`src/sle_pkg.sv`:
```
`timescale 1ns / 1ps

package sle_pkg;

    // List geometry
    localparam int CAPACITY = 16;
    localparam int IDX_W    = $clog2(CAPACITY);
    localparam int CNT_W    = $clog2(CAPACITY + 1);

    // Port field widths
    localparam int REQ_W   = 3;
    localparam int POS_W   = 4;
    localparam int VAL_W   = 32;
    localparam int STAT_W  = 2;
    localparam int FOUND_W = 5;
    localparam int COUNT_W = 5;

    // Request codes
    localparam logic [REQ_W-1:0] REQ_PUSH_FRONT = 3'd0;
    localparam logic [REQ_W-1:0] REQ_PUSH_BACK  = 3'd1;
    localparam logic [REQ_W-1:0] REQ_POP_FRONT  = 3'd2;
    localparam logic [REQ_W-1:0] REQ_POP_BACK   = 3'd3;
    localparam logic [REQ_W-1:0] REQ_INSERT     = 3'd4;
    localparam logic [REQ_W-1:0] REQ_ERASE      = 3'd5;
    localparam logic [REQ_W-1:0] REQ_FIND       = 3'd6;

    // Status codes
    localparam logic [STAT_W-1:0] ST_OK     = 2'd0;
    localparam logic [STAT_W-1:0] ST_FULL   = 2'd1;
    localparam logic [STAT_W-1:0] ST_EMPTY  = 2'd2;
    localparam logic [STAT_W-1:0] ST_BADPOS = 2'd3;

    localparam logic [FOUND_W-1:0] NO_INDEX = 5'h1F;

    // Walker operations
    localparam logic [1:0] OP_OPEN  = 2'd0;
    localparam logic [1:0] OP_CLOSE = 2'd1;
    localparam logic [1:0] OP_FIND  = 2'd2;

    typedef struct packed {
        logic [1:0]       op;
        logic [IDX_W-1:0] at;
        logic [CNT_W-1:0] cnt;
        logic [VAL_W-1:0] value;
    } sle_cmd_t;

    typedef struct packed {
        logic             done;
        logic             hit;
        logic [IDX_W-1:0] index;
    } sle_rsp_t;

endpackage

```
`src/sle_walker.sv`:
```
`timescale 1ns / 1ps

module sle_walker
(
    input  logic              clk,
    input  logic              rst_n,
    input  logic              start,
    input  sle_pkg::sle_cmd_t cmd,
    output sle_pkg::sle_rsp_t rsp
);
    import sle_pkg::*;

    localparam logic [1:0] S_IDLE  = 2'd0;
    localparam logic [1:0] S_WALK  = 2'd1;
    localparam logic [1:0] S_PLACE = 2'd2;

    logic [1:0]       state_reg, state_next;
    logic [1:0]       op_reg;
    logic [IDX_W-1:0] at_reg;
    logic [VAL_W-1:0] val_reg;
    logic [IDX_W-1:0] cur_reg, cur_next;
    logic [IDX_W-1:0] last_reg, last_next;
    logic             more_reg, more_next;
    logic             pend_reg, pend_next;
    logic [IDX_W-1:0] pend_addr_reg, pend_addr_next;
    logic [VAL_W-1:0] rd_data_reg;

    logic [VAL_W-1:0] mem [CAPACITY];

    logic             rd_en;
    logic             wr_en;
    logic [IDX_W-1:0] wr_addr;
    logic [VAL_W-1:0] wr_data;
    logic             hit;

    assign hit = (state_reg == S_WALK) && pend_reg && (op_reg == OP_FIND)
                 && (rd_data_reg == val_reg);

    always_comb
    begin
        state_next     = state_reg;
        cur_next       = cur_reg;
        last_next      = last_reg;
        more_next      = more_reg;
        pend_next      = pend_reg;
        pend_addr_next = pend_addr_reg;
        rd_en          = 1'b0;
        wr_en          = 1'b0;
        wr_addr        = pend_addr_reg;
        wr_data        = rd_data_reg;
        rsp.done       = 1'b0;
        rsp.hit        = hit;
        rsp.index      = pend_addr_reg;

        case (state_reg)
            S_IDLE:
            begin
                if (start)
                begin
                    pend_next = 1'b0;
                    case (cmd.op)
                        OP_OPEN:
                        begin
                            // append at the tail: nothing to move
                            if (CNT_W'(cmd.at) == cmd.cnt)
                            begin
                                more_next  = 1'b0;
                                state_next = S_PLACE;
                            end
                            else
                            begin
                                cur_next   = IDX_W'(cmd.cnt - 1'b1);
                                last_next  = cmd.at;
                                more_next  = 1'b1;
                                state_next = S_WALK;
                            end
                        end
                        OP_CLOSE:
                        begin
                            cur_next   = IDX_W'(cmd.at + 1'b1);
                            last_next  = IDX_W'(cmd.cnt - 1'b1);
                            // dropping the tail entry moves nothing
                            more_next  = ((CNT_W'(cmd.at) + 1'b1) != cmd.cnt);
                            state_next = S_WALK;
                        end
                        default:
                        begin
                            cur_next   = '0;
                            last_next  = IDX_W'(cmd.cnt - 1'b1);
                            more_next  = 1'b1;
                            state_next = S_WALK;
                        end
                    endcase
                end
            end
            S_WALK:
            begin
                // retire the beat read last cycle
                wr_en = pend_reg && (op_reg != OP_FIND);
                // issue the next read
                if (more_reg)
                begin
                    rd_en     = 1'b1;
                    pend_next = 1'b1;
                    case (op_reg)
                        OP_OPEN:  pend_addr_next = IDX_W'(cur_reg + 1'b1);
                        OP_CLOSE: pend_addr_next = IDX_W'(cur_reg - 1'b1);
                        default:  pend_addr_next = cur_reg;
                    endcase
                    if (cur_reg == last_reg)
                        more_next = 1'b0;
                    else if (op_reg == OP_OPEN)
                        cur_next = IDX_W'(cur_reg - 1'b1);
                    else
                        cur_next = IDX_W'(cur_reg + 1'b1);
                end
                else
                begin
                    pend_next = 1'b0;
                end

                if (hit)
                begin
                    rsp.done   = 1'b1;
                    more_next  = 1'b0;
                    pend_next  = 1'b0;
                    state_next = S_IDLE;
                end
                else if (!more_reg)
                begin
                    if (op_reg == OP_OPEN)
                        state_next = S_PLACE;
                    else
                    begin
                        rsp.done   = 1'b1;
                        state_next = S_IDLE;
                    end
                end
            end
            S_PLACE:
            begin
                wr_en      = 1'b1;
                wr_addr    = at_reg;
                wr_data    = val_reg;
                rsp.done   = 1'b1;
                state_next = S_IDLE;
            end
            default:
            begin
                state_next = S_IDLE;
            end
        endcase
    end

    always_ff @(posedge clk or negedge rst_n)
    begin
        if (!rst_n)
        begin
            state_reg <= S_IDLE;
            more_reg  <= 1'b0;
            pend_reg  <= 1'b0;
        end
        else
        begin
            state_reg <= state_next;
            more_reg  <= more_next;
            pend_reg  <= pend_next;
        end
    end

    always_ff @(posedge clk)
    begin
        if (start && (state_reg == S_IDLE))
        begin
            op_reg  <= cmd.op;
            at_reg  <= cmd.at;
            val_reg <= cmd.value;
        end
        cur_reg       <= cur_next;
        last_reg      <= last_next;
        pend_addr_reg <= pend_addr_next;
    end

    // Entry store: one write port, one registered read port
    always_ff @(posedge clk)
    begin
        if (wr_en)
            mem[wr_addr] <= wr_data;
        if (rd_en)
            rd_data_reg <= mem[cur_reg];
    end

endmodule

```
`src/sequential_list_engine_core.sv`:
```
`timescale 1ns / 1ps
// A rejected request, an unused code or a find on an empty list answers in the cycle after
// its start beat; any other request runs on the walker, which shifts or compares the entries
// one by one through the registered store port and for a push or insert writes the value last.
// Throughput: one request at a time; busy drops in the cycle that carries its result beat.
// Reset clears the entry count and all control; stored entries keep no reset value.
// Results come out as one-cycle done beats; the receiver cannot stall them.
module sequential_list_engine_core
(
    input  logic                                 clk,
    input  logic                                 rst_n,
    input  logic                                 start,
    output logic                                 busy,
    input  logic        [sle_pkg::REQ_W-1:0]     req_type,
    input  logic        [sle_pkg::POS_W-1:0]     position,
    input  logic signed [sle_pkg::VAL_W-1:0]     value,
    output logic                                 done,
    output logic        [sle_pkg::STAT_W-1:0]    status,
    output logic signed [sle_pkg::FOUND_W-1:0]   found_index,
    output logic        [sle_pkg::COUNT_W-1:0]   entry_count
);
    import sle_pkg::*;

    localparam int CMP_W = POS_W + CNT_W;

    // Control state
    logic                 busy_reg, busy_next;
    logic [CNT_W-1:0]     count_reg, count_next;
    logic                 done_reg, done_next;

    // Result beat payload
    logic [STAT_W-1:0]    status_reg, status_next;
    logic [FOUND_W-1:0]   found_reg, found_next;
    logic [COUNT_W-1:0]   entry_count_reg, entry_count_next;

    logic                 accept;
    logic                 is_full;
    logic                 is_empty;
    logic                 bad_pos;
    logic                 walk_start;
    sle_cmd_t             cmd;
    sle_rsp_t             rsp;

    assign accept   = start && !busy_reg;
    assign is_full  = (count_reg >= CNT_W'(CAPACITY));
    assign is_empty = (count_reg == '0);
    assign bad_pos  = (CMP_W'(position) >= CMP_W'(count_reg));

    // Decode the request beat: check it against the count, then either answer
    // at once or hand a move/search to the walker and update the count up front.
    always_comb
    begin
        busy_next        = busy_reg;
        count_next       = count_reg;
        done_next        = 1'b0;
        status_next      = status_reg;
        found_next       = found_reg;
        entry_count_next = entry_count_reg;
        walk_start       = 1'b0;
        cmd.op           = OP_FIND;
        cmd.at           = '0;
        cmd.cnt          = count_reg;
        cmd.value        = value;

        if (accept)
        begin
            status_next      = ST_OK;
            found_next       = NO_INDEX;
            entry_count_next = COUNT_W'(count_reg);
            case (req_type)
                REQ_PUSH_FRONT, REQ_PUSH_BACK:
                begin
                    if (is_full)
                        status_next = ST_FULL;
                    else
                    begin
                        walk_start = 1'b1;
                        cmd.op     = OP_OPEN;
                        cmd.at     = (req_type == REQ_PUSH_FRONT) ? '0 : IDX_W'(count_reg);
                        count_next = CNT_W'(count_reg + 1'b1);
                    end
                end
                REQ_POP_FRONT, REQ_POP_BACK:
                begin
                    if (is_empty)
                        status_next = ST_EMPTY;
                    else
                    begin
                        walk_start = 1'b1;
                        cmd.op     = OP_CLOSE;
                        cmd.at     = (req_type == REQ_POP_FRONT) ? '0
                                     : IDX_W'(count_reg - 1'b1);
                        count_next = CNT_W'(count_reg - 1'b1);
                    end
                end
                REQ_INSERT:
                begin
                    if (is_full)
                        status_next = ST_FULL;
                    else if (bad_pos)
                        status_next = ST_BADPOS;
                    else
                    begin
                        walk_start = 1'b1;
                        cmd.op     = OP_OPEN;
                        cmd.at     = IDX_W'(position);
                        count_next = CNT_W'(count_reg + 1'b1);
                    end
                end
                REQ_ERASE:
                begin
                    if (is_empty)
                        status_next = ST_EMPTY;
                    else if (bad_pos)
                        status_next = ST_BADPOS;
                    else
                    begin
                        walk_start = 1'b1;
                        cmd.op     = OP_CLOSE;
                        cmd.at     = IDX_W'(position);
                        count_next = CNT_W'(count_reg - 1'b1);
                    end
                end
                REQ_FIND:
                begin
                    // empty list: miss at once
                    if (!is_empty)
                    begin
                        walk_start = 1'b1;
                        cmd.op     = OP_FIND;
                    end
                end
                default:
                begin
                    // unused code: answer ok, change nothing
                end
            endcase

            if (walk_start)
                busy_next = 1'b1;
            else
                done_next = 1'b1;
        end
        else if (busy_reg && rsp.done)
        begin
            // walker finished: count already holds the new value
            busy_next        = 1'b0;
            done_next        = 1'b1;
            status_next      = ST_OK;
            found_next       = rsp.hit ? FOUND_W'(rsp.index) : NO_INDEX;
            entry_count_next = COUNT_W'(count_reg);
        end
    end

    sle_walker u_walker
    (
        .clk   (clk),
        .rst_n (rst_n),
        .start (walk_start),
        .cmd   (cmd),
        .rsp   (rsp)
    );

    always_ff @(posedge clk or negedge rst_n)
    begin
        if (!rst_n)
        begin
            busy_reg  <= 1'b0;
            count_reg <= '0;
            done_reg  <= 1'b0;
        end
        else
        begin
            busy_reg  <= busy_next;
            count_reg <= count_next;
            done_reg  <= done_next;
        end
    end

    // Hold the result beat payload
    always_ff @(posedge clk)
    begin
        status_reg      <= status_next;
        found_reg       <= found_next;
        entry_count_reg <= entry_count_next;
    end

    assign busy        = busy_reg;
    assign done        = done_reg;
    assign status      = status_reg;
    assign found_index = found_reg;
    assign entry_count = entry_count_reg;

endmodule

```
`config.mk`:
```
export PLATFORM = sky130hd
export DESIGN_NAME = sequential_list_engine_core
export DESIGN_NICKNAME = d
export VERILOG_FILES = /design/src/sle_pkg.sv /design/src/sle_walker.sv /design/src/sequential_list_engine_core.sv
export SDC_FILE = /design/constraint.sdc
export NUM_CORES = 1
export LEC_CHECK = 0
export ABC_AREA = 1
export ABC_CLOCK_PERIOD_IN_PS = 4600
export BUFFER_PORTS_ARGS = -buffer_cell sky130_fd_sc_hd__buf_2
export CELL_PAD_IN_SITES_DETAIL_PLACEMENT = 0
export CELL_PAD_IN_SITES_GLOBAL_PLACEMENT = 1
export CORE_MARGIN = 5
export CORE_UTILIZATION = 52
export CTS_CLUSTER_SIZE = 40
export DETAILED_ROUTE_END_ITERATION = 7
export PLACE_DENSITY = 0.81
export SLEW_MARGIN = 20
export SYNTH_ARGS = -nofsm -noshare
export SYNTH_HDL_FRONTEND = slang
export SYNTH_SLANG_ARGS = --single-unit
export TNS_END_PERCENT = 1
```
`constraint.sdc`:
```
create_clock -name clk -period 4.6 [get_ports clk]
set_input_delay 0.23 -clock clk [delete_from_list [all_inputs] [get_ports clk]]
set_output_delay 0.23 -clock clk [all_outputs]
set_load 0.03 [all_outputs]
```
# Word-level counts from Yosys, hierarchy flattened
# Memories as Yosys holds them, arrays and structs flattened. A register that Yosys moved wholly into a read port is not among the register bits.
# Index checks and enable logic that the tools add are counted.
word_totals:
  register_bits: 73
  romBits: 0
  n_memories: 1
  wordCells: 160
  output_inout_bits: 14
  ram_bits: 512
  latch_bits: 0
  input_bits: 42
mem_list:
  columns: ["memory", "depth", "width", "rd", "rd_ports_with_merged_regs", "wr", "line_no", "source"]
  rows:
  - ["u_walker.mem", 16, 32, 1, 1, 1, "sle_walker.sv:28", "logic [VAL_W-1:0] mem [CAPACITY];"]
op_classes:
  n_div: 0
  n_lt_le_gt_ge: 2
  shifts: 0
  multipliers: 0
  eq_ne: 29
  n_reduce_logical: 26
  mux: 81
  bitwise_logic: 0
  addsub: 6
op_table:
  columns: ["op", "count"]
  rows:
  - ["5-bit two-way mux", 9]
  - ["6-bit two-way mux", 7]
  - ["4-bit two-way mux", 10]
  - ["32-bit == test", 1]
  - ["32-bit two-way mux", 1]
  - ["1-bit two-way mux", 28]
  - ["2-bit two-way mux", 12]
  - ["4-bit case mux with 2 select lines", 3]
  - ["5-bit case mux with 4 select lines", 1]
  - ["2-bit inequality test, second input constant", 9]
  - ["2-bit case mux with 4 select lines", 2]
  - ["4-bit case mux with 4 select lines", 1]
  - ["1-bit case mux with 2 select lines", 5]
  - ["3-bit == test, second input constant", 3]
  - ["4-bit by 1-bit adder with 4-bit output, second input constant", 2]
  - ["2-bit AND reduction", 4]
  - ["8-bit AND reduction", 1]
  - ["1-bit logical AND", 7]
  - ["2-bit by 1-bit == test with 1-bit output, second input constant", 3]
  - ["3-bit by 2-bit == test with 1-bit output, second input constant", 2]
  - ["2-bit logical NOT", 3]
  - ["2-bit by 1-bit inequality test with 1-bit output, second input constant", 3]
  - ["3-bit inequality test, second input constant", 2]
  - ["4-bit by 1-bit adder with 5-bit output, second input constant", 1]
  - ["21 further kinds", 24]

# Longest topological paths before layout
logic_depth:
  ltp_word: 10
  ltp_mapped: 21
  mapped_depth_nobuf: 20

# Modules after synthesis
# From an unflattened synthesis, not the netlist that was laid out.
unflattened:
  hier_cells: 1995
  hier_area_um2: 25563.3
by_module_without_submodules:
  columns: ["module", "area_per_inst_um2", "cells_each", "seq_area_each_um2", "instances"]
  rows:
  - ["sle_walker", 24309.6, 1836, 17937.2, 1]
  - ["sequential_list_engine_core", 1253.7, 159, 485.5, 1]

# Worst setup path before layout
# No wires, ideal clock.
synth_timing:
  path_kind: "register to register"
  from: "register u_walker.state_reg[1]"
  to: "memory u_walker.mem[0][0] (enable)"
  t_required_ns: 4.179
  setup_time_ns: 0.421
  stages_incl_launch_ff: 8
  period_less_slack_ns: 3.328
  t_arrival_ns: 2.907
  n_path_buf: 1
  setup_slack_ns: 1.272
  cell_sequence: "dfrtp_1 inv_1 ha_1 clkbuf_1 o211ai_1 a21boi_0 nand3_1 nor2_1"
synth_via:
  elab_chain_cells: 4
  word_cells_on_any_way: 6
  classes_between: "eq/ne: 2; mux: 4"
synth_rtl:
  columns: ["element", "line_no", "source"]
  rows:
  - ["start, declared", "sle_walker.sv:17", "logic [1:0] state_reg, state_next;"]
  - ["start signal, assigned", "sle_walker.sv:165", "state_reg <= state_next;"]
  - ["2-bit == test or 2-bit by 1-bit == test with 1-bit output (tied branches)", "sle_walker.sv:55", "case (state_reg)"]
  - ["1-bit case mux with 2 select lines", "sle_walker.sv:55", null]
  - ["1-bit two-way mux", "sle_walker.sv:187", "if (wr_en)"]
  - ["1-bit two-way mux (not written as such)", "sle_walker.sv:188", "mem[wr_addr] <= wr_data;"]
  - ["end, declared", "sle_walker.sv:28", null]
# Several ways; a longest one is shown, not always the timed one.

# Worst setup path in the final report
layout_timing:
  from: "register u_walker.state_reg[1]"
  to: "memory u_walker.mem[12][28] (enable)"
# Same word-level chain as after synthesis.

==> results.toml <==
[outcome]
outcome = "finished, final reports clean"

[yosys]
async_flop_share_pct = 1.78
synth_cells = 1991
yosysWarningCount = 0
synth_area_per_cell_um2 = 12.7
synthFlopType = "edfxtp_1"
synth_edf_count = 601
ys_ff_latch = 617
syn_area_mm2 = 0.0253
synth_fp_nets = 2046
yosysSeqAreaShare_pct = 72.7
synth_cell_type_count = 45

[die]
start_util_pct = 52.2
die_area_mm2 = 0.0533
die_w_um = 231
placement_rows = 81
die_y_um = 231
io_pins = 56
coreArea_mm2 = 0.0485

[job]
drv_cap = 0

[finish]
final_util_pct = 59.7
nNetsFinal = 2119
antenna-diode-count = 0
largest_register_ffs = 512
drive_gt1_share_pct = 12.7
area_growth_pct = 14.3
nFillCells = 3661

[route]
ant_nets = 0
wirelength_mm = 63.9
drtIter0Drc = 1792
firstDrtPassIters = 5
route.detailed.drc = 0
route.vias.total = 16500
vias_per_cell = 6.04
wl_per_cell_um = 23.4

[timing]
finalSetupTns_ns = 0
hold_violations = 0
tightestPinTransition_ns = 1.12
min_period_over_period_pct = 73.2
setup_violations = 0
fin_skew_ns = 0.0242
slew_violations = 0
layout_min_cycle_time_ns = 3.37
relSlewSlack_pct = 25.0
fmax_mhz = 297
rsz0062_at_grt = "false"

[clock_network]
clk_pin_slew_worst_paths_ns = 0.06
cts_resized = 0
cts_made_buffers = 66
cts_max_path_buffers = 3
clk_latency_ns = 0.60
htreeDepth = 3
cts_root_buf = "clkbuf_16"
clock_sinks = 617
cts_tree = "built"

[place]
portBuffers = 55
place.gp.congestion = 0.907
dp_hpwl_mm = 37.4

[worst_setup_path]
critPathCaptureType = "register"
worstPathRequired_ns = 4.89
path_class = "reg -> reg"
cp.arrival_ns = 3.66
worstPathMaxFanout = 22
worstSetupStartpointType = "register"

[global_routing]
antenna_found_initial = 0
grt_pass1_vias = 16200
grt_max_degree = 179
grt_usage_pct = 23.9
grt_pass1_wl_mm = 97.4
grt_overflow_total = 0

[power_and_ir_drop]
power_density_mw_per_mm2 = 601
p_leak_nw = 9.75
power.total_mw = 17.4
irDropWorstVdd_uv = 320

[min_path]
hold_class = "in -> async"
==> critical path, cell delays in order (launching register included) <==
cell      delay (ns)
dfrtp_1         0.38
inv_1           0.12
ha_1            0.46
o211ai_1        0.14
a21boi_0        0.41
nand3_1         0.41
nor2_4          0.80
buf_4           0.33
==> timing repair <==
action,in CTS,in global routing
hold buffers,33,0
setup buffers,0,0
setup endpoints to repair,0,0
hold endpoints to repair,43,0
==> power breakdown <==
part / total [mW] / leakage [nW] / switching (mW) / internal [mW]
Sequential: 7.70 / 5.61 / 0.240 / 7.46
Clock: 5.42 / 1.09 / 2.16 / 3.26
Combinational: 4.29 / 3.05 / 3.27 / 1.02
==> stage by stage <==
| step | instances | instance area (um^2) | hold WS (ns) | worst slack, ns |
|---|---|---|---|---|
| after detailed placement | 2584 | 26400 | 0.151 | 1.27 |
| after global placement | 2584 | 26400 | 0.146 | 1.29 |
| after global routing | 2735 | 29000 | 0.0814 | 1.04 |
| after CTS | 2734 | 28900 | 0.0392 | 1.25 |
| after floorplan | 1991 | 25300 | -0.0656 | 1.27 |
| final | 2735 | 29000 | 0.0560 | 1.23 |
==> final cells by class <==
type	instances	area (um^2)	share of cell area, %
flip-flops and latches	617	18400	63.6
multi-input cells	1186	6330	21.9
clock buffers	79	1760	6.09
repair buffers	125	953	3.29
well taps	622	778	2.69
clock inverters	38	449	1.55
inverters	68	262	0.903
==> cell usage in the layout (no fill, tap or decap), drive strengths merged, types with 18 or more instances in the layout <==
master and n:
buf 92, clkbuf 79, clkinv 26, dlygate4sd3 33, edfxtp 601, inv 71, nand2 224, nand3 74
nand4 22, nor2 303, o211ai 30, o21ai 308, o221ai 103, o22ai 27, or2 18, xnor2 28
==> routing by layer <==
metal / wire length [um] / track usage, % / vias to the layer above
li1: - / - / 7523
met1: 26600 / 32.5 / 8191
met2: 30600 / 39.2 / 686
met3: 4960 / 4.75 / 110
met4: 1800 / 7.91 / 0
met5: 0 / 0 / -
==> path summary, 6_finish.rpt <==
check / startpoint / slack (ns) / end / depth (start not counted)
max: u_walker.state_reg[1]$_DFFE_PN0P_ / 1.23 / u_walker.mem[12][28]$_DFFE_PP_ / 7
min: rst_n / 0.06 / count_reg[1]$_DFFE_PN0P_ / 2
max reg2reg: u_walker.state_reg[1]$_DFFE_PN0P_ / 1.23 / u_walker.mem[12][28]$_DFFE_PP_ / 7
min reg2reg: found_index[4]$_SDFFE_PP1P_ / 0.46 / found_index[4]$_SDFFE_PP1P_ / 2
max in group asynchronous: rst_n / 4.28 / busy$_DFFE_PN0P_ / 2
min in group clk: req_type[2] / 0.10 / status[0]$_SDFFCE_PN0P_ / 4
==> synth_stat cells (2+ instances only) <==
master	n	area, um^2
o211ai_1	30	225
o22ai_1	27	169
a21oi_1	8	40.0
nand3_1	72	360
a31oi_1	2	12.5
or2_2	17	106
nand2_2	6	37.5
buf_2	5	25.0
o21ai_0	298	1490
nand2_1	217	815
xnor2_1	28	245
nand4_1	19	119
o221ai_1	103	902
edfxtp_1	601	18000
xor2_1	6	52.6
nor4_1	5	31.3
a21oi_2	5	43.8
clkbuf_1	99	372
nor2_1	296	1110
nor2_2	6	37.5
buf_6	2	22.5
o21ai_1	9	45.0
nand4_2	3	37.5
buf_1	14	52.6
inv_2	9	33.8
dfxtp_1	5	100
ha_1	13	163
dfrtp_1	11	275
inv_1	59	221
==> cells by family after synthesis <==
logic type / after synthesis / share of synthesized area (%)
AND/OR/NAND/NOR: 650 / 10.8
flip-flops: 617 / 72.7
AO/OA/AOI/OAI: 489 / 11.8
buffers and inverters: 188 / 2.87
XOR/XNOR: 34 / 1.17
adder cells (fa/ha/maj): 13 / 0.642
Power figures use the tool's default switching activity.
